`src/adsr_envelope_level_defines.svh`:
```
// ----------------------------------------------------------------------------
// ADSR envelope level: assertion macros
// Shared property wrappers on clock, with reset disabling the check.
// ----------------------------------------------------------------------------
`ifndef ADSR_ENVELOPE_LEVEL_DEFINES_SVH
`define ADSR_ENVELOPE_LEVEL_DEFINES_SVH

// same-cycle implication
`define ADSR_ASSERT_IMP(label, ante, cons, msg) \
   label: assert property (@(posedge clock) disable iff (reset) (ante) |-> (cons)) \
      else $error(msg);

// next-cycle implication
`define ADSR_ASSERT_NXT(label, ante, cons, msg) \
   label: assert property (@(posedge clock) disable iff (reset) (ante) |=> (cons)) \
      else $error(msg);

`endif

```
`src/adsr_pkg.sv`:
```
`timescale 1ns / 1ps
// ----------------------------------------------------------------------------
// ADSR envelope package
// Widths, phase codes, register indexes and the sideband carried alongside
// the divider.
// ----------------------------------------------------------------------------
package adsr_pkg;

   localparam int LEN_W   = 23;                // ramp and note lengths
   localparam int LEVEL_W = 16;                // Q1.15 level
   localparam int PHASE_W = 3;
   localparam int Q_W     = 15;                // every ramp quotient is below 2**15
   localparam int NUM_W   = Q_W + LEN_W;       // factor <= 2**15 times value < 2**23

   localparam logic [LEVEL_W-1:0] FULL_SCALE = 16'h8000;

   // register indexes, byte address is 4 * index
   localparam logic [2:0] REG_NOTE    = 3'd0;
   localparam logic [2:0] REG_ATTACK  = 3'd1;
   localparam logic [2:0] REG_DECAY   = 3'd2;
   localparam logic [2:0] REG_SUSTAIN = 3'd3;
   localparam logic [2:0] REG_RELEASE = 3'd4;

   typedef enum logic [PHASE_W-1:0] {
      PH_SILENT  = 3'd0,
      PH_ATTACK  = 3'd1,
      PH_DECAY   = 3'd2,
      PH_SUSTAIN = 3'd3,
      PH_RELEASE = 3'd4
   } phase_type;

   typedef struct packed {
      phase_type          phase;
      logic [LEVEL_W-1:0] sus;
   } adsr_side_type;

endpackage

```
`src/adsr_envelope_level.sv`:
```
`timescale 1ns / 1ps
// ----------------------------------------------------------------------------
// ADSR envelope level
// Maps a tick count since note start to the ADSR level (Q1.15) and phase.
//
//   Channel  Dir  Ports                          Payload
//   req      in   req_tvalid/tready/tdata        time_tick (signed)
//   rsp      out  rsp_tvalid/tready/tdata/tuser  level / phase
//   csr      in   csr_psel/penable/pwrite/...    five config registers
//
// One transaction per cycle while the skid is empty; a result passes through
// 19 register stages: input register, classify, 16x23 multiply, 15 divider
// stages (one quotient bit each), output.
// Synchronous reset clears all valid bits and loads config reset values.
// The output register is backed by a one-entry skid; the pipeline freezes
// only while the skid holds a result, so a stall loses nothing.
// ----------------------------------------------------------------------------
`include "adsr_envelope_level_defines.svh"

module adsr_envelope_level
   import adsr_pkg::*;
#(
   parameter int TIME_BITS = 24
)(
   input  logic                              clock,
   input  logic                              reset,
   // request stream
   input  logic                              req_tvalid,
   output logic                              req_tready,
   input  logic [((TIME_BITS+7)/8)*8-1:0]    req_tdata,   // [TIME_BITS-1:0] time_tick
   // result stream
   output logic                              rsp_tvalid,
   input  logic                              rsp_tready,
   output logic [LEVEL_W-1:0]                rsp_tdata,   // [15:0] level
   output logic [PHASE_W-1:0]                rsp_tuser,   // [2:0] phase
   // config port
   input  logic                              csr_psel,
   input  logic                              csr_penable,
   input  logic                              csr_pwrite,
   input  logic [4:0]                        csr_paddr,
   input  logic [31:0]                       csr_pwdata,
   output logic [31:0]                       csr_prdata,
   output logic                              csr_pready
);

   localparam int CMP_W = ((TIME_BITS > LEN_W + 1) ? TIME_BITS : LEN_W + 1) + 1;

   // ---------------------------------------------------------------- config
   logic [LEN_W-1:0]   note_ff, attack_ff, decay_ff, release_ff;
   logic [LEVEL_W-1:0] sustain_ff;
   logic               csr_wr;

   assign csr_pready = 1'b1;
   assign csr_wr     = csr_psel & csr_penable & csr_pwrite & csr_pready;

   always_ff @(posedge clock) begin
      if (reset) begin
         note_ff    <= '0;
         attack_ff  <= '0;
         decay_ff   <= '0;
         sustain_ff <= FULL_SCALE;
         release_ff <= '0;
      end else if (csr_wr) begin
         unique case (csr_paddr[4:2])
            REG_NOTE:    note_ff    <= csr_pwdata[LEN_W-1:0];
            REG_ATTACK:  attack_ff  <= csr_pwdata[LEN_W-1:0];
            REG_DECAY:   decay_ff   <= csr_pwdata[LEN_W-1:0];
            REG_SUSTAIN: sustain_ff <= csr_pwdata[LEVEL_W-1:0];
            REG_RELEASE: release_ff <= csr_pwdata[LEN_W-1:0];
            default: ;
         endcase
      end
   end

   always_comb begin
      unique case (csr_paddr[4:2])
         REG_NOTE:    csr_prdata = 32'(note_ff);
         REG_ATTACK:  csr_prdata = 32'(attack_ff);
         REG_DECAY:   csr_prdata = 32'(decay_ff);
         REG_SUSTAIN: csr_prdata = 32'(sustain_ff);
         REG_RELEASE: csr_prdata = 32'(release_ff);
         default:     csr_prdata = '0;
      endcase
   end

   // ---------------------------------------------------------------- pipeline
   logic en;
   logic skid_valid_ff;

   assign en         = !skid_valid_ff;
   assign req_tready = en;

   // stage 1: input register
   logic                 s1_valid_ff;
   logic [TIME_BITS-1:0] s1_time_ff;

   always_ff @(posedge clock) begin
      if (reset) begin
         s1_valid_ff <= 1'b0;
      end else if (en) begin
         s1_valid_ff <= req_tvalid;
      end
   end

   always_ff @(posedge clock) begin
      if (en) begin
         s1_time_ff <= req_tdata[TIME_BITS-1:0];
      end
   end

   // stage 2: phase decision, multiplier operands and divisor
   logic [LEVEL_W-1:0] sus_sat;
   logic [CMP_W-1:0]   tu, a_x, ad_x, len_x, rel_x, t_rel;
   logic [CMP_W-1:0]   u_diff, end_diff;
   logic [LEVEL_W-1:0] f_in;
   logic [LEN_W-1:0]   g_in, den_in;
   phase_type          phase_in;

   logic               s2_valid_ff;
   logic [LEVEL_W-1:0] s2_f_ff;
   logic [LEN_W-1:0]   s2_g_ff, s2_den_ff;
   adsr_side_type      s2_side_ff;

   assign sus_sat  = (sustain_ff > FULL_SCALE) ? FULL_SCALE : sustain_ff;
   assign tu       = CMP_W'(s1_time_ff[TIME_BITS-2:0]);
   assign a_x      = CMP_W'(attack_ff);
   assign ad_x     = CMP_W'(attack_ff) + CMP_W'(decay_ff);
   assign len_x    = CMP_W'(note_ff);
   assign rel_x    = CMP_W'(release_ff);
   assign t_rel    = tu + rel_x;
   assign u_diff   = tu - a_x;
   assign end_diff = len_x - tu;

   always_comb begin
      phase_in = PH_SUSTAIN;
      f_in     = '0;
      g_in     = '0;
      den_in   = LEN_W'(1);
      if (s1_time_ff[TIME_BITS-1] || (note_ff == '0)) begin
         phase_in = PH_SILENT;
      end else if (tu < a_x) begin
         phase_in = PH_ATTACK;
         f_in     = FULL_SCALE;
         g_in     = tu[LEN_W-1:0];
         den_in   = attack_ff;
      end else if (tu < ad_x) begin
         phase_in = PH_DECAY;
         f_in     = FULL_SCALE - sus_sat;
         g_in     = u_diff[LEN_W-1:0];
         den_in   = decay_ff;
      end else if (tu >= len_x) begin
         phase_in = PH_SILENT;
      end else if ((release_ff != '0) && (t_rel > len_x)) begin
         phase_in = PH_RELEASE;
         f_in     = sus_sat;
         g_in     = end_diff[LEN_W-1:0];
         den_in   = release_ff;
      end
   end

   always_ff @(posedge clock) begin
      if (reset) begin
         s2_valid_ff <= 1'b0;
      end else if (en) begin
         s2_valid_ff <= s1_valid_ff;
      end
   end

   always_ff @(posedge clock) begin
      if (en) begin
         s2_f_ff          <= f_in;
         s2_g_ff          <= g_in;
         s2_den_ff        <= den_in;
         s2_side_ff.phase <= phase_in;
         s2_side_ff.sus   <= sus_sat;
      end
   end

   // stage 3: product, always below den * 2**15 for the ramp phases
   logic [LEVEL_W+LEN_W-1:0] prod;
   logic                     s3_valid_ff;
   logic [NUM_W-1:0]         s3_num_ff;
   logic [LEN_W-1:0]         s3_den_ff;
   adsr_side_type            s3_side_ff;

   assign prod = s2_f_ff * s2_g_ff;

   always_ff @(posedge clock) begin
      if (reset) begin
         s3_valid_ff <= 1'b0;
      end else if (en) begin
         s3_valid_ff <= s2_valid_ff;
      end
   end

   always_ff @(posedge clock) begin
      if (en) begin
         s3_num_ff  <= prod[NUM_W-1:0];
         s3_den_ff  <= s2_den_ff;
         s3_side_ff <= s2_side_ff;
      end
   end

   // divider stages
   logic          dv_valid;
   logic [Q_W-1:0] dv_quo;
   adsr_side_type dv_side;

   adsr_div u_div (
      .clock     (clock),
      .reset     (reset),
      .en        (en),
      .in_valid  (s3_valid_ff),
      .in_num    (s3_num_ff),
      .in_den    (s3_den_ff),
      .in_side   (s3_side_ff),
      .out_valid (dv_valid),
      .out_quo   (dv_quo),
      .out_side  (dv_side)
   );

   // final level select
   logic [LEVEL_W-1:0] level_in;

   always_comb begin
      case (dv_side.phase)
         PH_ATTACK, PH_RELEASE: level_in = LEVEL_W'(dv_quo);
         PH_DECAY:              level_in = FULL_SCALE - LEVEL_W'(dv_quo);
         PH_SUSTAIN:            level_in = dv_side.sus;
         default:               level_in = '0;
      endcase
   end

   // ---------------------------------------------------------------- output + skid
   logic               rsp_valid_ff, rsp_valid_in, skid_valid_in;
   logic               rsp_load, skid_load;
   logic [LEVEL_W-1:0] rsp_level_ff, skid_level_ff;
   phase_type          rsp_phase_ff, skid_phase_ff;

   always_comb begin
      rsp_valid_in  = rsp_valid_ff;
      skid_valid_in = skid_valid_ff;
      rsp_load      = 1'b0;
      skid_load     = 1'b0;
      if (rsp_valid_ff && !rsp_tready) begin
         // output blocked: a result leaving the pipe parks in the skid
         if (en && dv_valid) begin
            skid_valid_in = 1'b1;
            skid_load     = 1'b1;
         end
      end else if (skid_valid_ff) begin
         rsp_valid_in  = 1'b1;
         skid_valid_in = 1'b0;
      end else begin
         rsp_valid_in = dv_valid;
         rsp_load     = 1'b1;
      end
   end

   always_ff @(posedge clock) begin
      if (reset) begin
         rsp_valid_ff  <= 1'b0;
         skid_valid_ff <= 1'b0;
      end else begin
         rsp_valid_ff  <= rsp_valid_in;
         skid_valid_ff <= skid_valid_in;
      end
   end

   always_ff @(posedge clock) begin
      if (skid_load) begin
         skid_level_ff <= level_in;
         skid_phase_ff <= dv_side.phase;
      end
      if (rsp_load) begin
         rsp_level_ff <= level_in;
         rsp_phase_ff <= dv_side.phase;
      end else if (!(rsp_valid_ff && !rsp_tready) && skid_valid_ff) begin
         rsp_level_ff <= skid_level_ff;
         rsp_phase_ff <= skid_phase_ff;
      end
   end

   assign rsp_tvalid = rsp_valid_ff;
   assign rsp_tdata  = rsp_level_ff;
   assign rsp_tuser  = rsp_phase_ff;

   // ---------------------------------------------------------------- checks
   `ADSR_ASSERT_IMP(a_skid_behind_out, skid_valid_ff, rsp_valid_ff,
                    "skid full with empty output")
   `ADSR_ASSERT_IMP(a_level_range, rsp_valid_ff, rsp_level_ff <= FULL_SCALE,
                    "level above full scale")
   `ADSR_ASSERT_IMP(a_silent_zero, rsp_valid_ff && (rsp_phase_ff == PH_SILENT),
                    rsp_level_ff == '0, "silent phase with nonzero level")
   `ADSR_ASSERT_NXT(a_skid_catch, rsp_valid_ff && !rsp_tready && !skid_valid_ff && dv_valid,
                    skid_valid_ff, "result dropped on output stall")

endmodule

```
`src/adsr_div.sv`:
```
`timescale 1ns / 1ps
// ----------------------------------------------------------------------------
// ADSR pipelined divider
// Restoring division, one quotient bit per stage; the numerator is known
// to be below den * 2**Q_W, so Q_W stages give the whole quotient.
// ----------------------------------------------------------------------------
module adsr_div
   import adsr_pkg::*;
(
   input  logic               clock,
   input  logic               reset,
   input  logic               en,
   input  logic               in_valid,
   input  logic [NUM_W-1:0]   in_num,
   input  logic [LEN_W-1:0]   in_den,
   input  adsr_side_type      in_side,
   output logic               out_valid,
   output logic [Q_W-1:0]     out_quo,
   output adsr_side_type      out_side
);

   logic               valid_ff [Q_W];
   logic [NUM_W-1:0]   rem_ff   [Q_W];
   logic [Q_W-1:0]     quo_ff   [Q_W];
   logic [LEN_W-1:0]   den_ff   [Q_W];
   adsr_side_type      side_ff  [Q_W];

   for (genvar j = 0; j < Q_W; j++) begin : g_stage
      localparam int BIT = Q_W - 1 - j;

      logic             prev_valid;
      logic [NUM_W-1:0] prev_rem;
      logic [Q_W-1:0]   prev_quo;
      logic [LEN_W-1:0] prev_den;
      adsr_side_type    prev_side;
      logic [NUM_W-1:0] sub;
      logic             ge;
      logic [NUM_W-1:0] rem_in;
      logic [Q_W-1:0]   quo_in;

      if (j == 0) begin : g_first
         assign prev_valid = in_valid;
         assign prev_rem   = in_num;
         assign prev_quo   = '0;
         assign prev_den   = in_den;
         assign prev_side  = in_side;
      end else begin : g_next
         assign prev_valid = valid_ff[j-1];
         assign prev_rem   = rem_ff[j-1];
         assign prev_quo   = quo_ff[j-1];
         assign prev_den   = den_ff[j-1];
         assign prev_side  = side_ff[j-1];
      end

      assign sub    = NUM_W'(prev_den) << BIT;
      assign ge     = (prev_rem >= sub);
      assign rem_in = ge ? (prev_rem - sub) : prev_rem;
      assign quo_in = prev_quo | (Q_W'(ge) << BIT);

      always_ff @(posedge clock) begin
         if (reset) begin
            valid_ff[j] <= 1'b0;
         end else if (en) begin
            valid_ff[j] <= prev_valid;
         end
      end

      always_ff @(posedge clock) begin
         if (en) begin
            rem_ff[j]  <= rem_in;
            quo_ff[j]  <= quo_in;
            den_ff[j]  <= prev_den;
            side_ff[j] <= prev_side;
         end
      end
   end

   assign out_valid = valid_ff[Q_W-1];
   assign out_quo   = quo_ff[Q_W-1];
   assign out_side  = side_ff[Q_W-1];

endmodule

```
`config.mk`:
```
export PLATFORM = sky130hd
export DESIGN_NAME = adsr_envelope_level
export DESIGN_NICKNAME = d
export VERILOG_FILES = /design/src/adsr_pkg.sv /design/src/adsr_envelope_level.sv /design/src/adsr_div.sv
export VERILOG_INCLUDE_DIRS = /design/src /design/src/src
export SDC_FILE = /design/constraint.sdc
export NUM_CORES = 2
export LEC_CHECK = 0
export ABC_AREA = 0
export BUFFER_PORTS_ARGS = -buffer_cell sky130_fd_sc_hd__buf_2
export CAP_MARGIN = 20
export CORE_MARGIN = 3
export CORE_UTILIZATION = 30
export DETAILED_ROUTE_END_ITERATION = 10
export HOLD_SLACK_MARGIN = 0.05
export SYNTH_ARGS = -nofsm -noshare
export SYNTH_HDL_FRONTEND = slang
export SYNTH_SLANG_ARGS = --single-unit
```
`constraint.sdc`:
```
create_clock -name clock -period 38.7 [get_ports clock]
set_input_delay 1.935 -clock clock [delete_from_list [all_inputs] [get_ports clock]]
set_output_delay 1.935 -clock clock [all_outputs]
set_load 0.05 [all_outputs]
```
# [Word-level counts from Yosys, hierarchy flattened]
# Memories as Yosys holds them, arrays and structs flattened.
# Index checks and enable logic that the tools add are counted.
[word_totals] out_inout_bits=54 memories=5 input_bits=68 ramBits=1440 reg_bits=336 wordCells=197
[memory_table] name="u_div.rem_ff" depth=15 word_bits=38 read_ports=14 rd_clocked_by_memory_dff=0 write_ports=15 line="adsr_div.sv:23" rtl="logic [NUM_W-1:0] rem_ff [Q_W];"
[memory_table] name="u_div.den_ff" depth=15 word_bits=23 read_ports=14 rd_clocked_by_memory_dff=0 write_ports=15 line="adsr_div.sv:25" rtl="logic [LEN_W-1:0] den_ff [Q_W];"
[memory_table] name="u_div.side_ff" depth=15 word_bits=19 read_ports=15 rd_clocked_by_memory_dff=0 write_ports=15 line="adsr_div.sv:26" rtl="adsr_side_type side_ff [Q_W];"
[memory_table] name="u_div.quo_ff" depth=15 word_bits=15 read_ports=15 rd_clocked_by_memory_dff=0 write_ports=15 line="adsr_div.sv:24" rtl="logic [Q_W-1:0] quo_ff [Q_W];"
[memory_table] name="u_div.valid_ff" depth=15 word_bits=1 read_ports=15 rd_clocked_by_memory_dff=0 write_ports=15 line="adsr_div.sv:22" rtl="logic valid_ff [Q_W];"
[op_classes] reduce_logical=21 order_cmp=20 muxes=62 add_sub_neg=21 multipliers=1 bitwise_logic=32 eq_ne=8
[op_table] operator="38-bit two-way mux" n=15
[op_table] operator="23-bit two-way mux" n=8
[op_table] operator="23-bit one-hot mux with 5 select lines" n=1
[op_table] operator="16-bit two-way mux" n=7
[op_table] operator="23-bit by 23-bit adder with 24-bit output" n=2
[op_table] operator="16-bit one-hot mux with 3 select lines" n=1
[op_table] operator="23-bit subtractor" n=2
[op_table] operator="38-bit by 23-bit greater-or-equal comparator with 1-bit output" n=1
[op_table] operator="38-bit by 24-bit greater-or-equal comparator with 1-bit output" n=1
[op_table] operator="38-bit by 25-bit greater-or-equal comparator with 1-bit output" n=1
[op_table] operator="38-bit by 26-bit greater-or-equal comparator with 1-bit output" n=1
[op_table] operator="38-bit by 27-bit greater-or-equal comparator with 1-bit output" n=1
[op_table] operator="38-bit by 28-bit greater-or-equal comparator with 1-bit output" n=1
[op_table] operator="38-bit by 29-bit greater-or-equal comparator with 1-bit output" n=1
[op_table] operator="38-bit by 30-bit greater-or-equal comparator with 1-bit output" n=1
[op_table] operator="38-bit by 31-bit greater-or-equal comparator with 1-bit output" n=1
[op_table] operator="38-bit by 32-bit greater-or-equal comparator with 1-bit output" n=1
[op_table] operator="38-bit by 33-bit greater-or-equal comparator with 1-bit output" n=1
[op_table] operator="38-bit by 34-bit greater-or-equal comparator with 1-bit output" n=1
[op_table] operator="38-bit by 35-bit greater-or-equal comparator with 1-bit output" n=1
[op_table] operator="38-bit by 36-bit greater-or-equal comparator with 1-bit output" n=1
[op_table] operator="38-bit by 37-bit greater-or-equal comparator with 1-bit output" n=1
[op_table] operator="16-bit by 23-bit multiplier with 38-bit output" n=1
[op_table] operator="38-bit by 23-bit subtractor with 38-bit output" n=1
[op_table] operator="other kinds (54)" n=112

# [Depth between registers and ports, before layout]
[depth] ltp_word=7 mapped_depth=25

# [By module]
# From an unflattened synthesis, not the netlist that was laid out.
[hier_totals] hier_cells=8327 area_unflattened_um2=93210.6
[by_module_without_submodules] module="adsr_div" area_each_um2=62204.7 seq_area_each_um2=38256.7 cells_per_inst=4939 instances=1
[by_module_without_submodules] module="adsr_envelope_level" area_each_um2=31006.0 seq_area_each_um2=8958.6 cells_per_inst=3388 instances=1

# [Worst setup path after synthesis]
# No wires, ideal clock.
[synth_path] kind="register -> register" start="reg skid_valid_ff" end="reg rsp_level_ff[10], in the netlist rsp_tdata[10] (data pin)" path_buffers=3 required_time_ns=38.440 arrival_time_ns=31.525 setup_ns=0.260 slack_ns=6.915 period_less_slack_ns=31.785 path_stages_with_launch=7 cell_sequence="dfxtp_1 clkbuf_1 inv_1 and2_1 clkbuf_1 clkbuf_1 mux2_2"
[synth_via] elab_chain_len=3
[synth_lines] element="from (decl)" line="adsr_envelope_level.sv:88" rtl="logic skid_valid_ff;"
[synth_lines] element="from (signal assigned)" line="adsr_envelope_level.sv:266" rtl="skid_valid_ff <= skid_valid_in;"
[synth_lines] element="1-bit two-way mux" line="adsr_envelope_level.sv:251" rtl="end else if (skid_valid_ff) begin"
[synth_lines] element="1-bit two-way mux" line="adsr_envelope_level.sv:245" rtl="if (rsp_valid_ff && !rsp_tready) begin"
[synth_lines] element="16-bit two-way mux" line="adsr_envelope_level.sv:275" rtl="if (rsp_load) begin"
[synth_lines] element="to (signal assigned)" line="adsr_envelope_level.sv:276" rtl="rsp_level_ff <= level_in;"
[synth_lines] element="to (signal assigned)" line="adsr_envelope_level.sv:279" rtl="rsp_level_ff <= skid_level_ff;"
[synth_lines] element="to (decl)" line="adsr_envelope_level.sv:237" rtl="logic [LEVEL_W-1:0] rsp_level_ff, skid_level_ff;"
# No other way between the ends.
# A chain may end at the register's enable or synchronous reset.

# [Worst setup path in the final report]
[layout_path] start="reg s2_f_ff[6]" end="reg s3_num_ff[37] (data pin)"
[layout_via] elab_chain_len=1
[layout_lines] element="from (decl)" line="adsr_envelope_level.sv:120" rtl="logic [LEVEL_W-1:0] s2_f_ff;"
[layout_lines] element="from (signal assigned)" line="adsr_envelope_level.sv:171" rtl="s2_f_ff <= f_in;"
[layout_lines] element="16-bit by 23-bit multiplier with 38-bit output" line="adsr_envelope_level.sv:186" rtl="assign prod = s2_f_ff * s2_g_ff;"
[layout_lines] element="net prod[37]" line="adsr_envelope_level.sv:180" rtl="logic [LEVEL_W+LEN_W-1:0] prod;"
[layout_lines] element="to (signal assigned)" line="adsr_envelope_level.sv:198" rtl="s3_num_ff <= prod[NUM_W-1:0];"
[layout_lines] element="to (decl)" line="adsr_envelope_level.sv:182" rtl="logic [NUM_W-1:0] s3_num_ff;"
# The timed path passes the listed nets, and every way through them passes these cells.

==> summary.txt <==
Status
  • Status: finished clean

Routing
  • Residual DRC: 0
  • Detail Route Antenna Nets: 0
  • M1 WL: 87100 um
  • Vias: 60215
  • Met2 WL: 107000 um
  • Vias per cell: just under 5
  • 1st-iter DRT viols: 4204
  • First-pass DRT Iterations: 6
  • Met3 WL: 8470 um
  • WL per Instance: approximately 17 um
  • Routed Wire Length: 213000 um
  • Top Metal Used: met5

STA
  • Worst Clk Skew: between 0.06 and 0.07 ns
  • Setup TNS Final: 0 ns
  • Setup WS post-layout: 31.15 ns
  • Final Setup Violations: 0
  • RSZ-0062 raised after global routing: no
  • Final Hold Viols: 0
  • WHS: about 0.4 ns
  • Slew Limit Fails: 0
  • Maximum clock rate: 0.132 GHz
  • Final period utilization: 0.195
  • Worst rel slew slack: 0.255
  • Post-layout minimum cycle time: about 7.5 ns
  • Worst-Margin Slew: ~1.1 ns

Setup path
  • Worst R2R Path Depth: 23
  • Worst Path Buf+Inv: 5
  • Crit-path cells: nand2_1 -> fa_1 -> inv_1 -> fa_1 -> inv_1 -> fa_1 -> inv_1 -> fa_1 -> inv_1 -> fa_1 -> inv_1 -> fa_1 -> ha_1 -> a21o_1 -> a21o_1 -> a221o_1 -> o21ai_0 -> a31oi_1 -> nand2_1 -> a31oi_1 -> a41oi_1 -> a21oi_1 -> xnor2_1
  • CP delay by family, top: adder cells
  • Worst Path Arrival: 8.09 ns
  • Critical path type: reg2reg
  • CP Capture Point: s3_num_ff[37]$_DFFE_PN_
  • Critical path data required time: between 30 and 40 ns
  • Worst R2R Start: s2_f_ff[6]$_SDFFCE_PP0N_
  • Worst Setup SP: s2_f_ff[6]$_SDFFCE_PP0N_
  • Worst path max stage delay: slightly above 1 ns
  • FF-to-FF setup slack: between 30 and 40 ns
  • Setup crit end kind: flip-flop
  • Slowest library cell on the worst path: edfxtp_1
  • Critical path startpoint category: flip-flop
  • Most frequent CP cell: fa_1
  • Levels on crit path: 23
  • CP max FO: 23
  • Reg-to-Reg End: s3_num_ff[37]$_DFFE_PN_

Cells and area
  • Layout cells sized above 1: 0.0704
  • Post-route cell area: 103000 um^2
  • Post-Layout Cell Count: 12485
  • Area taken by multi-input logic gates: 40500 um^2
  • Fill cell count: about 30000
  • Layout area overhead: 12.0%
  • Register area: 47200 um^2
  • Post-layout utilization of the core: 0.339
  • NumNets Final: between 9000 and 10000

Place
  • Placed Area: 97200 um^2
  • Port-buffer cells: 100
  • Placed cell count: 12169
  • RePlAce Congestion: a little under 1
  • Post-place setup slack: 31.12 ns
  • Post-DP HPWL: 162000 um

Global routing
  • Largest net degree at the start of global routing: 174
  • Vias in the first global route: 61635
  • First-pass GRT wire length: 335000 um
  • GR Overflow Total: 0
  • Total Routing Usage GR: 0.132
  • Initial antenna violation count: 4

Yosys
  • Main synth FF type: edfxtp_1
  • Number of flops mapped to enable cells by yosys: 1497
  • Synth cell types: 91
  • Post-synth ARST share: 0
  • Sequential area share after synthesis: 0.514
  • Synth Area per Inst: 11.3 um^2
  • Warnings from Yosys: 0
  • Syn Inst Count: 8141
  • Mapped cell area: between 90000 and 100000 um^2
  • FF+latch count, synth: 1610

CTS
  • Skew-Pair Late Insertion Delay: 0.82 ns
  • Hold buffer count at cts: 0
  • H-tree levels: 4
  • CTS buffer count: 176
  • TritonCTS clock tree: built
  • Post-CTS Resized: 0
  • Clock slew at reported path FFs: 0.06 ns
  • Clk sink count: 1610
  • CTS Root Cell: clkbuf_16
  • Setup bufs post-CTS: 0
  • Clk buf depth: 4

Power
  • Leak: between 40 and 50 nW
  • Pwr Density: between 50 and 60 nW/um^2
  • Total Power: about 6 mW
  • Peak supply drop: 0.0000386 V

Floorplan
  • Row cnt: 202
  • Initial Utilization: 0.302
  • IO Pins: 122
  • Die X: 559 um
  • Vert. Die Dim: 559 um
  • Die area: 313000 um^2
  • Core footprint: between 300000 and 400000 um^2

Worst hold path
  • Worst hold-check path type: reg2reg
  • Worst Hold Path Cells: 0

Job
  • Maxcap violations: 0
## worst min path at each step
stage | end | slack, ns | startpoint
finish | u_div.quo_ff[0][116]$_DFFE_PN_ | 0.39 | u_div.quo_ff[0][101]$_DFFE_PN_
CTS | u_div.side_ff[11][16]$_DFFE_PN_ | 0.39 | u_div.side_ff[10][16]$_DFFE_PN_
detailed placement | s3_side_ff[0]$_DFFE_PN_ | 0.40 | s2_side_ff[0]$_DFFE_PN_
global placement | u_div.side_ff[13][18]$_DFFE_PN_ | 0.40 | u_div.side_ff[12][18]$_DFFE_PN_
global route | u_div.side_ff[11][16]$_DFFE_PN_ | 0.40 | u_div.side_ff[10][16]$_DFFE_PN_
floorplan | s3_den_ff[0]$_DFFE_PN_ | 0.40 | s2_den_ff[0]$_SDFFCE_PP1N_
## layout by cell type, fill, tap and decap left out, types with 35 or more instances in the layout
cell       count
o21a_1        72
inv_1        880
a22oi_1       37
o31ai_1       46
clkbuf_16    177
buf_4         72
buf_2        100
and3_1        35
nand2b_1      90
xnor2_1      288
a31oi_1       44
a21oi_1      542
nand2_1      845
a21o_1       191
ha_1         591
mux2_2        95
or3_1         56
clkinv_1      40
and2_1       184
nor2_1       443
nor4_1        62
o21ai_0      370
xor2_1       184
nand4_1       73
dfxtp_1      113
nand3_1       87
mux2i_1       43
nor3_1       136
fa_1         309
a211oi_1      64
o21bai_1      50
nor2b_1       76
edfxtp_1    1497
## sequential cells by signal (all words and copies together), names as in the netlist, 16 cells and up
signal,count
u_div.quo_ff,120
u_div.rem_ff,532
sustain_ff,16
s3_num_ff,38
attack_ff,23
s3_den_ff,23
note_ff,23
skid_level_ff,16
s3_side_ff,19
release_ff,23
s2_f_ff,16
s1_time_ff,24
s2_g_ff,23
rsp_tdata,16
s2_side_ff,19
u_div.side_ff,285
u_div.den_ff,322
s2_den_ff,23
decay_ff,23
## power breakdown
part	internal [mW]	switching (mW)	leakage (nW)
combinational	0.846	1.09	19.9
clock	0.963	0.673	2.72
sequential	2.28	0.167	18.1
## cell usage after synthesis (all sizes together), types with 189 or more instances
master	instances	area share
a21o	191	0.016
a21oi	544	0.030
clkbuf	189	0.0077
edfxtp	1497	0.49
fa	309	0.067
ha	591	0.081
inv	883	0.036
nand2	845	0.035
nor2	447	0.018
o21ai	381	0.021
xnor2	288	0.027
## kinds of logic after synthesis
family	share of synthesized area
compound gates	0.114
xor+xnor	0.0450
fa+ha+maj	0.148
buf+inv	0.0465
flops	0.514
mux	0.0163
other cells	0.0000818
simple gates	0.117
## area by class of cell
type,count,share of cell area
Timing Repair Buffer,178,0.0112
Clock buffer,201,0.0439
Multi-Input combinational cell,5421,0.394
Inverter,883,0.0323
Antenna cell,6,0.000146
Clock inverter,106,0.0103
Sequential cell,1610,0.459
Tap cell,4080,0.0496
## per-layer routing
metal  vias up  track usage
met3       527       0.0188
met4         2       0.0633
met1     29160        0.153
met2      1370        0.237
li1      29156            -
met5         -            0
No activity file was read; power rests on OpenSTA's default activity.
